<file path="src/sv/pvt_pkg.sv">
// Shared types and constants for the perspective vertex transform.
// Used by the MAC cells, the divider cells and the top level.
package pvt_pkg;

    localparam int FRAC_BITS = 16;
    localparam int NUM_PAIRS = 8;
    localparam int REG_IDX_W = 3;
    localparam int DIV_STEPS = 32 + FRAC_BITS;
    localparam int MAC_W     = 66;

    localparam logic [63:0] PAIR_RESET [NUM_PAIRS] = '{
        64'd1 << FRAC_BITS, 64'd0, (64'd1 << FRAC_BITS) << 32, 64'd0,
        64'd0, 64'd1 << FRAC_BITS, 64'd0, (64'd1 << FRAC_BITS) << 32
    };

    // x sits in the lowest bits, matching the stream packing
    typedef struct packed {
        logic signed [31:0] w;
        logic signed [31:0] z;
        logic signed [31:0] y;
        logic signed [31:0] x;
    } vec4_t;

    // four running column sums, full product precision
    typedef struct packed {
        logic signed [MAC_W-1:0] c0;
        logic signed [MAC_W-1:0] c1;
        logic signed [MAC_W-1:0] c2;
        logic signed [MAC_W-1:0] c3;
    } acc4_t;

    // one in-flight division lane
    typedef struct packed {
        logic [DIV_STEPS-1:0] num;
        logic [DIV_STEPS-1:0] quo;
        logic [32:0]          rem;
        logic                 neg;
    } div_lane_t;

    typedef struct packed {
        div_lane_t [2:0]    lane;
        logic [31:0]        den;
        logic signed [31:0] w_sat;
        logic               w_zero;
        logic               ovf;
    } div_beat_t;

    function automatic logic signed [31:0] sat32(input logic signed [MAC_W-1:0] v,
                                                 output logic ovf);
        if (v > $signed({{(MAC_W-32){1'b0}}, 32'h7FFFFFFF}))
        begin
            ovf = 1'b1;
            return 32'sh7FFFFFFF;
        end
        else if (v < -$signed({{(MAC_W-33){1'b0}}, 33'h080000000}))
        begin
            ovf = 1'b1;
            return 32'sh80000000;
        end
        ovf = 1'b0;
        return v[31:0];
    endfunction

endpackage

</file>
<file path="src/sv/pvt_div_cell.sv">
// One restoring-division step for three lanes sharing a divisor.
// Depends on pvt_pkg.
module pvt_div_cell (
    input  logic                clk,
    input  logic                rst_n,
    input  logic                en,
    input  logic                vld,
    input  pvt_pkg::div_beat_t  bin,
    output logic                vld_out,
    output pvt_pkg::div_beat_t  bout
);
    logic               vld_reg;
    pvt_pkg::div_beat_t b_reg;
    pvt_pkg::div_beat_t b_next;
    logic [33:0]        trial;

    always_comb
    begin
        b_next = bin;
        trial  = '0;
        for (int i = 0; i < 3; i++)
        begin
            trial = {bin.lane[i].rem, bin.lane[i].num[pvt_pkg::DIV_STEPS-1]}
                    - {2'b00, bin.den};
            b_next.lane[i].num = bin.lane[i].num << 1;
            if (!trial[33])
            begin
                b_next.lane[i].rem = trial[32:0];
                b_next.lane[i].quo = {bin.lane[i].quo[pvt_pkg::DIV_STEPS-2:0], 1'b1};
            end
            else
            begin
                b_next.lane[i].rem = {bin.lane[i].rem[31:0],
                                      bin.lane[i].num[pvt_pkg::DIV_STEPS-1]};
                b_next.lane[i].quo = {bin.lane[i].quo[pvt_pkg::DIV_STEPS-2:0], 1'b0};
            end
        end
    end

    always_ff @(posedge clk or negedge rst_n)
    begin
        if (!rst_n)
            vld_reg <= 1'b0;
        else if (en)
            vld_reg <= vld;
    end

    always_ff @(posedge clk)
    begin
        if (en)
            b_reg <= b_next;
    end

    assign vld_out = vld_reg;
    assign bout    = b_reg;
endmodule

</file>
<file path="config.mk">
export PLATFORM = sky130hd
export DESIGN_NAME = pvt_div_cell
export DESIGN_NICKNAME = d
export VERILOG_FILES = /design/src/sv/pvt_pkg.sv /design/src/sv/pvt_div_cell.sv
export SDC_FILE = /design/constraint.sdc
export NUM_CORES = 1
export LEC_CHECK = 0
export ABC_CLOCK_PERIOD_IN_PS = 1500
export BUFFER_PORTS_ARGS = -buffer_cell sky130_fd_sc_hd__buf_2
export CORE_AREA = 8 8 346 348
export CTS_CLUSTER_SIZE = 12
export DETAILED_ROUTE_END_ITERATION = 12
export DIE_AREA = 0 0 354 356
export PLACE_DENSITY = 0.36
export SLEW_MARGIN = 25
export SYNTH_ARGS = -nofsm -noshare
export SYNTH_HDL_FRONTEND = slang
export SYNTH_SLANG_ARGS = --single-unit
</file>
<file path="constraint.sdc">
create_clock -name clk -period 1.5 [get_ports clk]
set_input_delay 0.45 -clock clk [delete_from_list [all_inputs] [get_ports clk]]
set_output_delay 0.45 -clock clk [all_outputs]
set_load 0.02 [all_outputs]
</file>
== Word-level counts from Yosys, hierarchy flattened ==
Cells that the tools add are included.

* Bits in registers: 454
* Output and inout port bits: 457

* $add $sub $neg: 3
* Mux-type cells: 3

{| class="wikitable"
|+ Operator list
! cell !! count
|-
| $mux W34 || 3
|-
| $sub A34 B32 Y34 || 3
|}

== Depth between registers and ports, before layout ==
* Word-level depth: 2
* Depth in mapped cells: 14
* Depth with buffers taken out: 13

== Worst setup path before layout ==
OpenSTA, ideal clock, no wires.

* Path kind: input port to flip-flop
* Start: input bin[36] in the netlist's numbering
* End: register b_reg, in the netlist bout[77], data pin
* Library setup time: 260 ps
* Arrival: 3031 ps
* Data required time: 1240 ps
* Slack: -1791 ps
* Stages: 12
* Path through: inv_1 -> ha_1 -> o21ai_0 -> a21oi_1 -> o21ai_1 -> a21oi_1 -> o41ai_2 -> o31a_1 -> a21oi_2 -> xor2_2 -> buf_6 -> mux2_2

{| class="wikitable"
|+ RTL lines
! element !! line !! text
|-
| start, declared || pvt_div_cell.sv:8 || <nowiki>input pvt_pkg::div_beat_t bin,</nowiki>
|-
| end signal, assigned || pvt_div_cell.sv:51 || <nowiki>b_reg <= b_next;</nowiki>
|-
| end, declared || pvt_div_cell.sv:13 || <nowiki>pvt_pkg::div_beat_t b_reg;</nowiki>
|}

==> results.md <==
* Outcome: complete, but fails checks
* Failing checks: setup timing
* DR iter-0 viols at 1007
* Initial Util at 17.52%
* DP Wirelength at 96.94 mm
* Drt drc at 0
* First-pass DRT Iterations at 5
* First-pass GRT wire length at 161.3 mm
* Hold/Removal Path Class: in2reg
* Prevailing post-synth register cell: edfxtp_1
* Netlist Area Pre-Place at 19950 um^2
* Reg power frac at 36.3%
* Clock skew at 0 ps
* Final hold violations at 0
* Clk network pwr share at 35.0%
* Clk sink count at 454
* Grt total ovfl at 0
* Fillcell total at 11210
* Number of global-route vias before repair at 20010
* Asr flop ratio synth at 0.2203%
* H-tree depth at 2
* Number of synthesized flops with an enable pin at 453
* # rows at 124
* Avg Inst Size Synth at 15.22 um^2
* Vias at 18260
* Final worst-path cycle share at 191.2%
* Dpl cells at 4076
* Die area at 126000 um^2
* Clk root buf: clkbuf_16
* Routed WL at 118.9 mm
* Comb pwr share at 28.7%
* Sequential Area at 13630 um^2
* Maximum VDD drop at 0.9126 mV
* Layout cell share with drive strength beyond 1 at 53.82%
* Maximum fanout along the worst path at 7
* Overall global routing resource usage at 17.96%
* Area contributors post-synth: edfxtp_1, ha_1, mux2_4, xnor2_1, a21oi_1
* Worst-case clock buffer depth at 3
* CTS buffer count at 60
* CTS clk-pin slew, worst paths at 60 ps
* Largest net degree at the start of global routing at 49
* Pre-CTS setup slack at -2490 ps
* # setup viols final at 556
* Placement Cell Area at 29460 um^2
* Pins over their slew limit at 0
* P&R area growth vs syn at 97.84%
* Final Net Count at 3582
* Core ar. at 113900 um^2
* CP Launch Type: primary input
* Final GP Congestion at 0.8937
* Cell internal pwr at 0.03147 W
* Critical path required time at 1880 ps
* Design Area, Final at 39470 um^2
* Fin worst setup slack at -1368 ps
* Netlist cell types at 76
* Yosys top cell by area: edfxtp_1
* Final Power at 0.04461 W
* WP data arrival at 3250 ps
* Mapped Cells at 1311
* Die Span Y at 356 um
* RSZ-0062 raised after global routing: true
* Synth Register Bits at 454
* Sum Neg Setup Slack at -196120 ps
* Switch share at 29.45%
* Yosys warns at 0
* Multi-input gate area at 7232 um^2
* Fmax at 0.3486 GHz
* Max_cap viols at 0
* # IOs at 917
* Switching power at 0.01314 W
* Antenna-violating nets left at 0
* Die Wd at 354 um
* Via density at 3.969
* Min cycle time layout at 2868 ps
* Pleak at 16.89 nW
* Final Non-Filler Cells at 4601
* Synth top area share at 68.19%
* Buffers on Ports at 910
* Initial antenna violation count at 47
* Sequential-to-total area share from yosys stat at 68.31%
* CTS tree: built
* Worst Setup End Kind: flop
* DR WL/cell at 25.85 um
* Power per cell area at 1130 nW/um^2
* Crit path kind: in2reg
* Clock Latency Late Sink at 650 ps
## final timing paths
check	startpoint	endpoint	slack [ps]	depth (start not counted)
max	bin[39]	bout[345]	-1370	18
min	bin[37]	bout[37]	70	2
max reg2reg	vld_out	vld_out	750	1
min reg2reg	vld_out	vld_out	530	1
max in group asynchronous	rst_n	vld_out	1310	2
min in group asynchronous	rst_n	vld_out	110	2
## synthesized netlist by cell type (3+ instances only)
library cell and instances:
a21o_1 41, xor2_1 37, fa_1 3, ha_1 96, o21a_1 15, edfxtp_1 453, o21ai_1 4, and3_1 8
nor3_1 16, o31a_1 4, or4_1 3, a2111oi_0 3, mux2_2 32, a211oi_1 9, o211ai_1 7, buf_12 3
a211o_1 3, mux2_1 3, nand3_1 12, a31oi_1 9, nand2_1 73, buf_6 3, buf_4 5, nand4_1 12
o21ai_0 75, inv_1 55, nand2b_1 20, or2_2 3, nor2b_1 11, o21bai_1 9, mux2i_1 6, mux2_4 27
a21oi_1 80, xnor2_1 46, clkbuf_1 9, o31ai_1 6, nor2_1 61
## flip-flops by register name (all words and copies together) (netlist names)
register  count
bout        453
vld_out       1
## cell families (layout without fill, tap and decap cells)
| group | after synthesis | in the layout | synth area share [%] |
|---|---|---|---|
| buffers and inverters | 77 | 1837 | 1.913 |
| other | 1 | 19 | 0.01880 |
| adder cells (fa/ha/maj) | 99 | 99 | 6.322 |
| AO/OA/AOI/OAI | 295 | 295 | 9.571 |
| XOR/XNOR | 86 | 86 | 3.945 |
| multiplexers | 68 | 68 | 4.309 |
| flip-flops | 454 | 454 | 68.31 |
| AND/OR/NAND/NOR | 231 | 231 | 5.607 |
## area by class of cell
cell class / count / share of cell area, %
clock inverter: 41 / 1.382
inverter: 55 / 0.6309
clock buffer: 71 / 4.039
multi-input combinational: 782 / 18.32
antenna: 16 / 0.1014
tap: 1512 / 4.793
timing repair buffer: 1670 / 36.20
sequential: 454 / 34.53
## what timing repair did
action,in CTS,in global routing
hold buffers,344,0
gates cloned,6,3
endpoints found under the setup margin,556,556
gates resized for setup,1022,78
pin swaps,76,40
endpoints found under the hold margin,344,0
setup buffers,48,11
## cells in the final DEF, fill, tap and decap left out, types with 35 or more instances in the layout
| cell | count |
|---|---|
| nor2_1 | 58 |
| ha_1 | 66 |
| a21oi_1 | 66 |
| xor2_1 | 35 |
| dlygate4sd3_1 | 344 |
| buf_6 | 416 |
| a21o_1 | 41 |
| edfxtp_1 | 453 |
| inv_1 | 39 |
| o21ai_0 | 37 |
| buf_4 | 347 |
| clkbuf_16 | 64 |
| nand2_1 | 56 |
| xnor2_1 | 45 |
| buf_2 | 514 |
| mux2_4 | 59 |
## power groups by stage
stage | Sequential (W) | Clock, W | Combinational (W)
6_report | 0.0162 | 0.0156 | 0.0128
5_1_grt | 0.0163 | 0.0166 | 0.0136
4_1_cts | 0.0162 | 0.0162 | 0.0128
3_5_place_dp | 0.0162 | 0 | 0.00939
3_3_place_gp | 0.0162 | 0 | 0.00939
2_1_floorplan | 0.0177 | 0 | 0.00287
## worst max-delay path: stages
cell	delay, ps
buf_8	80
clkinvlp_4	90
buf_6	130
ha_4	270
nand2_4	50
nor2_4	120
o211ai_1	90
buf_4	170
a211oi_4	240
buf_6	150
o21ai_4	70
a31oi_4	150
nor4b_4	270
nor4_4	90
xnor2_4	200
buf_8	180
buf_12	150
mux2_4	300
## layer usage
layer	GRT usage, %	vias up	part of all wire, %
met5	0	-	0.18
met4	6.685	36	4.1
met3	7.018	195	8.8
met2	31.05	691	49
met1	19.94	8858	38
li1	-	8480	-
## per-stage QoR
stage / utilization, % / hold slack, ps
global route: 34.63 / 23.34
detailed placement: 25.87 / 229.8
CTS: 34.34 / 4.171
global placement: 25.87 / 226.5
finish: 34.66 / 70.05
floorplan: - / 154.4
(Power assumes the default switching activity.)
